File: src/hdl/lfu_cache_table_core_macros.svh
// assertion macros for the lfu cache table
// used by the top level only, no other dependencies
`ifndef LFU_CACHE_TABLE_CORE_MACROS_SVH
`define LFU_CACHE_TABLE_CORE_MACROS_SVH
`ifndef ASSERT_OFF
`define LFU_ASSERT(lbl, clk, rst_n, prop) \
  lbl: assert property (@(posedge clk) disable iff (!rst_n) (prop)) \
    else $error("lfu cache assertion failed");
`define LFU_ASSERT_IMPL(lbl, clk, rst_n, ante, cons) \
  lbl: assert property (@(posedge clk) disable iff (!rst_n) (ante) |-> (cons)) \
    else $error("lfu cache assertion failed");
`define LFU_ASSERT_NEXT(lbl, clk, rst_n, ante, cons) \
  lbl: assert property (@(posedge clk) disable iff (!rst_n) (ante) |=> (cons)) \
    else $error("lfu cache assertion failed");
`else
`define LFU_ASSERT(lbl, clk, rst_n, prop)
`define LFU_ASSERT_IMPL(lbl, clk, rst_n, ante, cons)
`define LFU_ASSERT_NEXT(lbl, clk, rst_n, ante, cons)
`endif
`endif

File: src/hdl/lfu_pkg.sv
// types and constants shared by the lfu cache table
// no dependencies
package lfu_pkg;

  localparam int unsigned KeyW       = 32;
  localparam int unsigned ValW       = 32;
  localparam int unsigned CountW     = 32;
  localparam int unsigned StampW     = 64;
  localparam int unsigned CfgW       = 5;
  localparam int unsigned ApbDataW   = 32;
  localparam int unsigned ApbAddrW   = 3;
  localparam int unsigned CapacityDef = 16;

  localparam logic [CfgW-1:0] CapacityReset = 5'd16;
  localparam logic [ValW-1:0] MissValue     = 32'hFFFF_FFFF;
  localparam logic [ValW-1:0] PutValue      = 32'h0000_0000;
  localparam logic [CountW-1:0] CountFirst  = 32'd1;

  // operation codes
  localparam logic OpGet = 1'b0;
  localparam logic OpPut = 1'b1;

  // register index taken from paddr bit 2
  localparam logic RegCapacity = 1'b0;

  typedef struct packed {
    logic [KeyW-1:0]   key;
    logic [ValW-1:0]   value;
    logic [CountW-1:0] count;
    logic [StampW-1:0] stamp;
  } entry_t;

  typedef enum logic [3:0] {
    ST_IDLE   = 4'b0001,
    ST_SCAN   = 4'b0010,
    ST_DECIDE = 4'b0100,
    ST_RESP   = 4'b1000
  } state_e;

  function automatic logic [CountW-1:0] count_inc(input logic [CountW-1:0] c);
    count_inc = (c == '1) ? c : c + CountW'(1);
  endfunction

endpackage

File: src/hdl/lfu_cache_table_core.sv
// lfu cache table: key-value store with least-frequently-used replacement and
// least-recent-touch tiebreak, one get or put per item, one result per item.
// an item walks all CAPACITY slots of the entry memory one per cycle through a
// single registered read port and one shared match/victim compare unit, then
// does any write-back to the matched, free or victim slot in ST_DECIDE and
// loads the result register in ST_RESP before it returns to ST_IDLE, where the
// next item is taken; no new item is taken while one is in flight, and a
// result still waiting in the output register holds the item back.
// depends on lfu_pkg and lfu_cache_table_core_macros.svh
`include "lfu_cache_table_core_macros.svh"

module lfu_cache_table_core #(
  parameter int unsigned CAPACITY = lfu_pkg::CapacityDef
) (
  input  logic                               clk_i,
  input  logic                               rst_ni,
  // item input
  input  logic                               in_valid_i,
  output logic                               in_ready_o,
  input  logic                               op_i,
  input  logic signed [lfu_pkg::KeyW-1:0]    key_i,
  input  logic signed [lfu_pkg::ValW-1:0]    value_i,
  // result output
  output logic                               out_valid_o,
  input  logic                               out_ready_i,
  output logic                               hit_o,
  output logic signed [lfu_pkg::ValW-1:0]    read_value_o,
  // configuration
  input  logic                               psel,
  input  logic                               penable,
  input  logic                               pwrite,
  input  logic [lfu_pkg::ApbAddrW-1:0]       paddr,
  input  logic [lfu_pkg::ApbDataW-1:0]       pwdata,
  output logic [lfu_pkg::ApbDataW-1:0]       prdata,
  output logic                               pready
);
  import lfu_pkg::*;

  localparam int unsigned IdxW = (CAPACITY > 1) ? $clog2(CAPACITY) : 1;
  localparam int unsigned CntW = $clog2(CAPACITY + 1);
  localparam int unsigned CapW = (CntW > CfgW) ? CntW : CfgW;

  // entry memory, contents undefined until written, guarded by valid bits
  entry_t mem [CAPACITY];
  entry_t rdata_q;
  logic [IdxW-1:0] raddr;
  logic            mem_we;
  logic [IdxW-1:0] waddr;
  entry_t          wentry;

  // control state
  state_e               state_q, state_d;
  logic [CntW-1:0]      scan_idx_q, scan_idx_d;
  logic                 proc_vld_q, proc_vld_d;
  logic [IdxW-1:0]      proc_idx_q, proc_idx_d;
  logic [CAPACITY-1:0]  valid_q, valid_d;
  logic [CntW-1:0]      occ_q, occ_d;
  logic [StampW-1:0]    touch_q, touch_d;
  logic [CfgW-1:0]      capacity_q, capacity_d;
  logic                 out_valid_q, out_valid_d;
  logic                 match_found_q, match_found_d;
  logic                 free_found_q, free_found_d;
  logic                 vict_found_q, vict_found_d;

  // payload state
  logic                 req_op_q, req_op_d;
  logic [KeyW-1:0]      req_key_q, req_key_d;
  logic [ValW-1:0]      req_val_q, req_val_d;
  logic [IdxW-1:0]      match_idx_q, match_idx_d;
  logic [ValW-1:0]      match_val_q, match_val_d;
  logic [CountW-1:0]    match_cnt_q, match_cnt_d;
  logic [IdxW-1:0]      free_idx_q, free_idx_d;
  logic [IdxW-1:0]      vict_idx_q, vict_idx_d;
  logic [CountW-1:0]    vict_cnt_q, vict_cnt_d;
  logic [StampW-1:0]    vict_stamp_q, vict_stamp_d;
  logic                 pend_hit_q, pend_hit_d;
  logic [ValW-1:0]      pend_val_q, pend_val_d;
  logic                 hit_q, hit_d;
  logic [ValW-1:0]      rval_q, rval_d;

  logic [CapW-1:0]      cap_act;
  logic                 cfg_wr;
  logic                 proc_valid_bit;
  logic                 scan_last;

  assign cap_act = (CapW'(capacity_q) > CapW'(CAPACITY)) ? CapW'(CAPACITY) : CapW'(capacity_q);
  assign cfg_wr  = psel && penable && pwrite;
  assign pready  = 1'b1;
  assign prdata  = (paddr[2] == RegCapacity) ? ApbDataW'(capacity_q) : '0;

  assign in_ready_o   = (state_q == ST_IDLE);
  assign out_valid_o  = out_valid_q;
  assign hit_o        = hit_q;
  assign read_value_o = rval_q;

  assign raddr          = (scan_idx_q < CntW'(CAPACITY)) ? scan_idx_q[IdxW-1:0] : '0;
  assign proc_valid_bit = valid_q[proc_idx_q];
  assign scan_last      = (scan_idx_q == CntW'(CAPACITY));

  always_comb begin
    state_d       = state_q;
    scan_idx_d    = scan_idx_q;
    proc_vld_d    = 1'b0;
    proc_idx_d    = proc_idx_q;
    valid_d       = valid_q;
    occ_d         = occ_q;
    touch_d       = touch_q;
    capacity_d    = capacity_q;
    out_valid_d   = out_valid_q;
    match_found_d = match_found_q;
    free_found_d  = free_found_q;
    vict_found_d  = vict_found_q;
    req_op_d      = req_op_q;
    req_key_d     = req_key_q;
    req_val_d     = req_val_q;
    match_idx_d   = match_idx_q;
    match_val_d   = match_val_q;
    match_cnt_d   = match_cnt_q;
    free_idx_d    = free_idx_q;
    vict_idx_d    = vict_idx_q;
    vict_cnt_d    = vict_cnt_q;
    vict_stamp_d  = vict_stamp_q;
    pend_hit_d    = pend_hit_q;
    pend_val_d    = pend_val_q;
    hit_d         = hit_q;
    rval_d        = rval_q;
    mem_we        = 1'b0;
    waddr         = match_idx_q;
    wentry        = '{key: req_key_q, value: req_val_q, count: CountFirst, stamp: touch_q};

    if (cfg_wr && (paddr[2] == RegCapacity)) begin
      capacity_d = pwdata[CfgW-1:0];
    end

    if (out_valid_q && out_ready_i) begin
      out_valid_d = 1'b0;
    end

    unique case (state_q)
      ST_IDLE: begin
        if (in_valid_i) begin
          req_op_d      = op_i;
          req_key_d     = key_i;
          req_val_d     = value_i;
          scan_idx_d    = '0;
          match_found_d = 1'b0;
          free_found_d  = 1'b0;
          vict_found_d  = 1'b0;
          state_d       = ST_SCAN;
        end
      end
      ST_SCAN: begin
        // issue read of one slot while comparing the slot read last cycle
        if (!scan_last) begin
          proc_vld_d = 1'b1;
          proc_idx_d = raddr;
          scan_idx_d = scan_idx_q + CntW'(1);
        end else begin
          state_d = ST_DECIDE;
        end
        if (proc_vld_q) begin
          if (!proc_valid_bit) begin
            if (!free_found_q) begin
              free_found_d = 1'b1;
              free_idx_d   = proc_idx_q;
            end
          end else begin
            if (!match_found_q && (rdata_q.key == req_key_q)) begin
              match_found_d = 1'b1;
              match_idx_d   = proc_idx_q;
              match_val_d   = rdata_q.value;
              match_cnt_d   = rdata_q.count;
            end
            // lowest count first, then oldest touch, first slot wins ties
            if (!vict_found_q ||
                ({rdata_q.count, rdata_q.stamp} < {vict_cnt_q, vict_stamp_q})) begin
              vict_found_d = 1'b1;
              vict_idx_d   = proc_idx_q;
              vict_cnt_d   = rdata_q.count;
              vict_stamp_d = rdata_q.stamp;
            end
          end
        end
      end
      ST_DECIDE: begin
        state_d = ST_RESP;
        if (req_op_q == OpGet) begin
          pend_hit_d = match_found_q;
          pend_val_d = match_found_q ? match_val_q : MissValue;
          if (match_found_q) begin
            mem_we  = 1'b1;
            waddr   = match_idx_q;
            wentry  = '{key: req_key_q, value: match_val_q,
                        count: count_inc(match_cnt_q), stamp: touch_q};
            touch_d = touch_q + StampW'(1);
          end
        end else begin
          pend_hit_d = 1'b0;
          pend_val_d = PutValue;
          if (cap_act != '0) begin
            mem_we  = 1'b1;
            touch_d = touch_q + StampW'(1);
            if (match_found_q) begin
              waddr  = match_idx_q;
              wentry = '{key: req_key_q, value: req_val_q,
                         count: count_inc(match_cnt_q), stamp: touch_q};
            end else begin
              if (CapW'(occ_q) >= cap_act) begin
                waddr = vict_idx_q;
              end else begin
                waddr = free_idx_q;
                occ_d = occ_q + CntW'(1);
              end
              valid_d[waddr] = 1'b1;
              wentry = '{key: req_key_q, value: req_val_q, count: CountFirst, stamp: touch_q};
            end
          end
        end
      end
      ST_RESP: begin
        if (!out_valid_q || out_ready_i) begin
          out_valid_d = 1'b1;
          hit_d       = pend_hit_q;
          rval_d      = pend_val_q;
          state_d     = ST_IDLE;
        end
      end
      default: begin
        state_d = ST_IDLE;
      end
    endcase
  end

  always_ff @(posedge clk_i or negedge rst_ni) begin
    if (!rst_ni) begin
      state_q       <= ST_IDLE;
      scan_idx_q    <= '0;
      proc_vld_q    <= 1'b0;
      proc_idx_q    <= '0;
      valid_q       <= '0;
      occ_q         <= '0;
      touch_q       <= '0;
      capacity_q    <= CapacityReset;
      out_valid_q   <= 1'b0;
      match_found_q <= 1'b0;
      free_found_q  <= 1'b0;
      vict_found_q  <= 1'b0;
    end else begin
      state_q       <= state_d;
      scan_idx_q    <= scan_idx_d;
      proc_vld_q    <= proc_vld_d;
      proc_idx_q    <= proc_idx_d;
      valid_q       <= valid_d;
      occ_q         <= occ_d;
      touch_q       <= touch_d;
      capacity_q    <= capacity_d;
      out_valid_q   <= out_valid_d;
      match_found_q <= match_found_d;
      free_found_q  <= free_found_d;
      vict_found_q  <= vict_found_d;
    end
  end

  always_ff @(posedge clk_i) begin
    req_op_q     <= req_op_d;
    req_key_q    <= req_key_d;
    req_val_q    <= req_val_d;
    match_idx_q  <= match_idx_d;
    match_val_q  <= match_val_d;
    match_cnt_q  <= match_cnt_d;
    free_idx_q   <= free_idx_d;
    vict_idx_q   <= vict_idx_d;
    vict_cnt_q   <= vict_cnt_d;
    vict_stamp_q <= vict_stamp_d;
    pend_hit_q   <= pend_hit_d;
    pend_val_q   <= pend_val_d;
    hit_q        <= hit_d;
    rval_q       <= rval_d;
  end

  // single write port, single registered read port
  always_ff @(posedge clk_i) begin
    if (mem_we) begin
      mem[waddr] <= wentry;
    end
    rdata_q <= mem[raddr];
  end

  `LFU_ASSERT(a_occ_matches_valid, clk_i, rst_ni, $countones(valid_q) == int'(occ_q))
  `LFU_ASSERT(a_occ_bounded, clk_i, rst_ni, occ_q <= CntW'(CAPACITY))
  `LFU_ASSERT_NEXT(a_touch_only_on_decide, clk_i, rst_ni, state_q != ST_DECIDE, $stable(touch_q))
  `LFU_ASSERT_IMPL(a_result_from_resp, clk_i, rst_ni, $rose(out_valid_q), $past(state_q) == ST_RESP)

endmodule
File: config.mk
export PLATFORM = sky130hd
export DESIGN_NAME = lfu_cache_table_core
export DESIGN_NICKNAME = d
export VERILOG_FILES = /design/src/hdl/lfu_pkg.sv /design/src/hdl/lfu_cache_table_core.sv
export VERILOG_INCLUDE_DIRS = /design/src /design/src/hdl
export SDC_FILE = /design/constraint.sdc
export NUM_CORES = 2
export LEC_CHECK = 0
export ABC_CLOCK_PERIOD_IN_PS = 13500
export BUFFER_PORTS_ARGS = -buffer_cell sky130_fd_sc_hd__buf_2
export CORE_MARGIN = 1.5
export CORE_UTILIZATION = 25
export DETAILED_ROUTE_END_ITERATION = 8
export HOLD_SLACK_MARGIN = 0.1
export PLACE_DENSITY_LB_ADDON = 0.1
export SYNTH_ARGS = -nofsm -noshare
export SYNTH_HDL_FRONTEND = slang
export SYNTH_SLANG_ARGS = --single-unit
File: constraint.sdc
create_clock -name clk_i -period 13.5 [get_ports clk_i]
set_clock_uncertainty 0.1 [all_clocks]
set_input_delay 2.7 -clock clk_i [delete_from_list [all_inputs] [get_ports clk_i]]
set_output_delay 2.7 -clock clk_i [all_outputs]
set_load 0.02 [all_outputs]
Word-level counts from Yosys, hierarchy flattened
Memories as Yosys holds them, arrays and structs flattened. A register that Yosys moved wholly into a read port is not among the register bits.
Cells that the tools add are included.

storage, ports and cells
  memory bits (writable) = 2560
  bits of input ports = 107
  flip-flop bits (word level) = 411
  memories kept = 1
  word-level logic and storage cells = 146

operators by class
  muxes and demuxes = 56
  bitwise logic cells = 7
  add/subtract/negate cells = 4
  eq/ne operators = 17
  order comparisons = 7
  reductions and logical operators = 28

memories
  memory  words  width  read ports  clocked after memory_dff  wr ports  RTL line                    text
  mem     16     160    1           1                         1         lfu_cache_table_core.sv:44  entry_t mem [CAPACITY];

operators with widths
  kind                   number
  $mux 128               3
  $mux 64                3
  $mux 96                2
  $lt 96x96->1           1
  $add 64x1->64 const B  1
  $mux 32                2
  $mux 4                 13
  $add 32x1->32 const B  1
  $eq 32x32->1           1
  $eq 32x32->1 const B   1
  $mux 1                 22
  $mux 5                 4
  $reduce_and 4->1       5
  $ne 2x2->1 const B     9
  $or 16x16->16          1
  $pmux 4 s4             1
  $reduce_and 5->1       3
  $add 5x1->5 const B    2
  $lt 4x5->1 const B     2
  $pmux 5 s2             1
  $reduce_and 3->1       3
  $logic_and 1x1->1      6
  $not 1->1              6
  $pmux 1 s2             3
  17 further kinds       23

Depth between registers and ports, before layout
  depth in word-level cells = 13
  mapped depth = 11
  depth with buffers taken out = 9

Least setup slack after synthesis
Ideal clock, no wire load.

  kind = register to register
  from = register state_q[1]
  to = memory mem[5][0] (netlist name), enable pin
  slack = 2.934 ns
  clock period less this slack = 10.566 ns
  setup time = 0.683 ns
  data arrival time = 9.783 ns
  data required time = 12.717 ns
  stages on the path, launching flop included = 6
  path through = dfrtp_1 > nor4b_4 > o2111ai_1 > o311ai_0 > o211ai_1 > nor2_1

on the way
  cells in the longest elaborated chain, start to end = 4
  elaborated cells between the ends (all ways) = 5

ends and longest elaborated chain
  what                          RTL line                     text
  start, declared               lfu_cache_table_core.sv:52   state_e state_q, state_d;
  start signal, assigned        lfu_cache_table_core.sv:249  state_q <= state_d;
  $eq 4x3->1 (*)                lfu_cache_table_core.sv:139  unique case (state_q)
  $mux 1                        lfu_cache_table_core.sv:139
  $mux 1                        lfu_cache_table_core.sv:283  if (mem_we) begin
  $mux 1 (implied by the code)  lfu_cache_table_core.sv:284  mem[waddr] <= wentry;
  end, declared                 lfu_cache_table_core.sv:44

Every way passes the cells marked *; elsewhere a longest branch is shown, timed or not.

Worst setup path after layout
  from = register state_q[1]
  to = memory mem[1][126] (netlist name), enable pin

Same word-level chain as after synthesis.

==> results.cfg <==
[status]
status = finished clean

[routing]
antenna_left = 0
drc = 0
first_iter_violations = 5224
wire_per_inst_microns = 28.1
num_vias = 69400
firstDrtPassIters = 5
routed_wl_microns = 411000
via_per_inst = 4.74

[floorplan]
coreArea_sq_mm = 0.486
die_area_sq_mm = 0.492
boundaryPins = 175
die_w_microns = 702
row_count = 256
die_y_microns = 702
start_util_pct = 25.1

[pwr]
seqPwrFrac_pct = 42.6
powerDensity_mw_per_mm2 = 187
p_sw_share_pct = 30.0
vdd_drop_max_mv = 0.132
p_clk_share_pct = 37.5
p_int_mw = 18.7
comb_power_share_pct = 19.9
p_leak_nw = 45.1
finalPower_mw = 26.7
power_switching_mw = 8.01

[setup_path]
end_kind = flip-flop
startpoint_type = flip-flop
reg2reg_to = mem[1][126]
cp.arrival_ps = 6640
cp_data_required_time_ps = 13960
r2r-start = state_q[1]
rr_worst_depth = 8
crit_fanout = 38
crit_type = reg -> reg
r2r_slack_ps = 7330

[sta]
max_slew.worst_pin.slew_ps = 1260
period_minus_slack_ps = 6170
relSlewSlack_pct = 16.1
tns_ps = 0
setup_viol_count_final = 0
slew_viol_final = 0
rsz0062_at_grt = no
fmax_ghz = 0.162
fin_crit_sh_pct = 45.7
hold_violations = 0

[logic_synthesis]
synth_warnings = 0
yosysSeqAreaShare_pct = 75.3
synthTopCellsByCount = 2863 x edfxtp_1, 602 x mux2i_1, 541 x a21oi_1
ys_ff_latch = 3131
synth-async-reset-ratio_pct = 3.45
postSynthCellCount = 7708
syn_area_sq_mm = 0.122
synth_edf_count = 2863
avgSynthCellArea_sq_um = 15.8
yosysMostFrequentCell = edfxtp_1
synth_area_leaders = edfxtp_1 70%, mux2i_1 4.9%, dfxtp_1 2.6%
synthFlopType = edfxtp_1
synth_area_leader_cell = edfxtp_1
ys_types = 73
yosysTopAreaCellShare_pct = 70.5

[global_route]
overflow = 0
grt_pass1_vias = 71100
grt_pass1_wl_microns = 572000
grt_start_max_net_pins = 130
antenna_found_initial = 29
grt.total_usage_pct = 16.3

[place]
place.gp.congestion = 0.711
port_buffers = 117
dp_hpwl_microns = 202000

[clock_network]
cts.sinks = 3131
clk_path_buf_depth = 4
cts_root_buf = clkbuf_16
clkTransAtPathRegs_ps = 60
post_cts_resize_count = 0
cts_hold_buf = 0
clkLatencyLatePin_ps = 970
htreeDepth = 5
cts_buffers = 365
postCtsSetupRepairBufs = 0
cts_tree = yes

[layout]
area_growth_pct = 17.0
multi_input_area_sq_mm = 0.0279
fill_cells = 48200
drive_gt1_share_pct = 12.9
seq_area_sq_mm = 0.0919
layout.nets = 8080

[min_path]
min_path_cells = 0
hold_end = match_val_q[6]
worstHoldPathType = reg -> reg
hp-start = rdata_q[102]

[flow_run]
maxCapViolations = 0
-- worst max-delay path by stage --
stage                             start          end  cells past startpoint
after detailed placement     state_q[1]  mem[15][33]                     10
after floorplan              state_q[1]    mem[5][0]                      5
final                        state_q[1]  mem[1][126]                      8
after CTS                    state_q[1]  mem[15][92]                     10
after global placement    capacity_q[4]  mem[1][118]                     11
after global routing         state_q[1]  mem[1][134]                      8
-- flip-flops by register name (all words and copies together), names as in the netlist, 16 cells and up --
name,count
match_cnt_q,32
mem,2560
req_key_q,32
vict_stamp_q,64
pend_val_q,32
vict_cnt_q,32
touch_q,64
read_value_o,32
valid_q,16
rdata_q,160
req_val_q,32
match_val_q,32
-- placed cells by master, fill, tap and decap left out, types with 122 or more instances in the layout --
cell type	count
a221oi_1	251
a21oi_1	540
clkbuf_16	378
nor3_1	132
o22ai_1	153
nor2b_1	122
mux2i_1	602
o221ai_1	150
nand2_1	516
dfxtp_1	160
a211oi_1	187
o21ai_0	197
buf_4	144
nor2_1	159
mux2_2	163
edfxtp_1	2863
-- routing by layer --
layer	track usage (%)	vias to the layer above	wire (microns)
li1	-	30700	-
met1	22.9	36800	194000
met2	27.0	1432	194000
met3	2.12	423	15400
met4	3.16	4	7700
met5	0	-	21
-- cell families after synthesis --
group,synth area share (%)
flops,75.3
compound gates,9.50
simple gates,4.46
mux,6.63
buf+inv,2.09
xor+xnor,0.940
fa+ha+maj,1.08
other cells,0.00615
-- area by class of cell --
class	count	share of cell area, %
tap	6450	5.65
inverter	120	0.326
timing repair buffer	292	1.61
clock inverter	137	1.08
multi-input combinational	3958	19.6
clock buffer	537	7.41
sequential	3131	64.4
antenna	3	0.00526
-- worst max-delay path: stages, from the launching register on --
cell and delay, ps:
dfrtp_1 450, nor4b_4 260, buf_4 680, o21ai_2 250, nor2_1 710, nand4_1 580, nor2_4 1120, buf_4 720
buf_4 790
-- per-stage QoR --
step / hold WS [ps] / setup slack (ps) / instance area, sq um / utilization, % / std cells
4_1_cts: 298 / 7180 / 143000 / 29.4 / 14600
6_report: 301 / 7330 / 143000 / 29.4 / 14600
2_1_floorplan: 286 / 2930 / 122000 / - / 7734
5_1_grt: 306 / 6880 / 143000 / 29.4 / 14600
3_3_place_gp: 285 / 7240 / 131000 / 26.9 / 14000
3_5_place_dp: 289 / 7220 / 131000 / 26.9 / 14000
-- power by group through the flow --
stage	sequential, mW	combinational [mW]	clock [mW]
4_1_cts	11.4	5.46	10.3
5_1_grt	11.4	5.80	10.7
3_3_place_gp	11.6	5.44	0
3_5_place_dp	11.6	5.44	0
2_1_floorplan	11.4	3.35	0
6_report	11.4	5.31	10.0
Power figures use the tool's default switching activity.
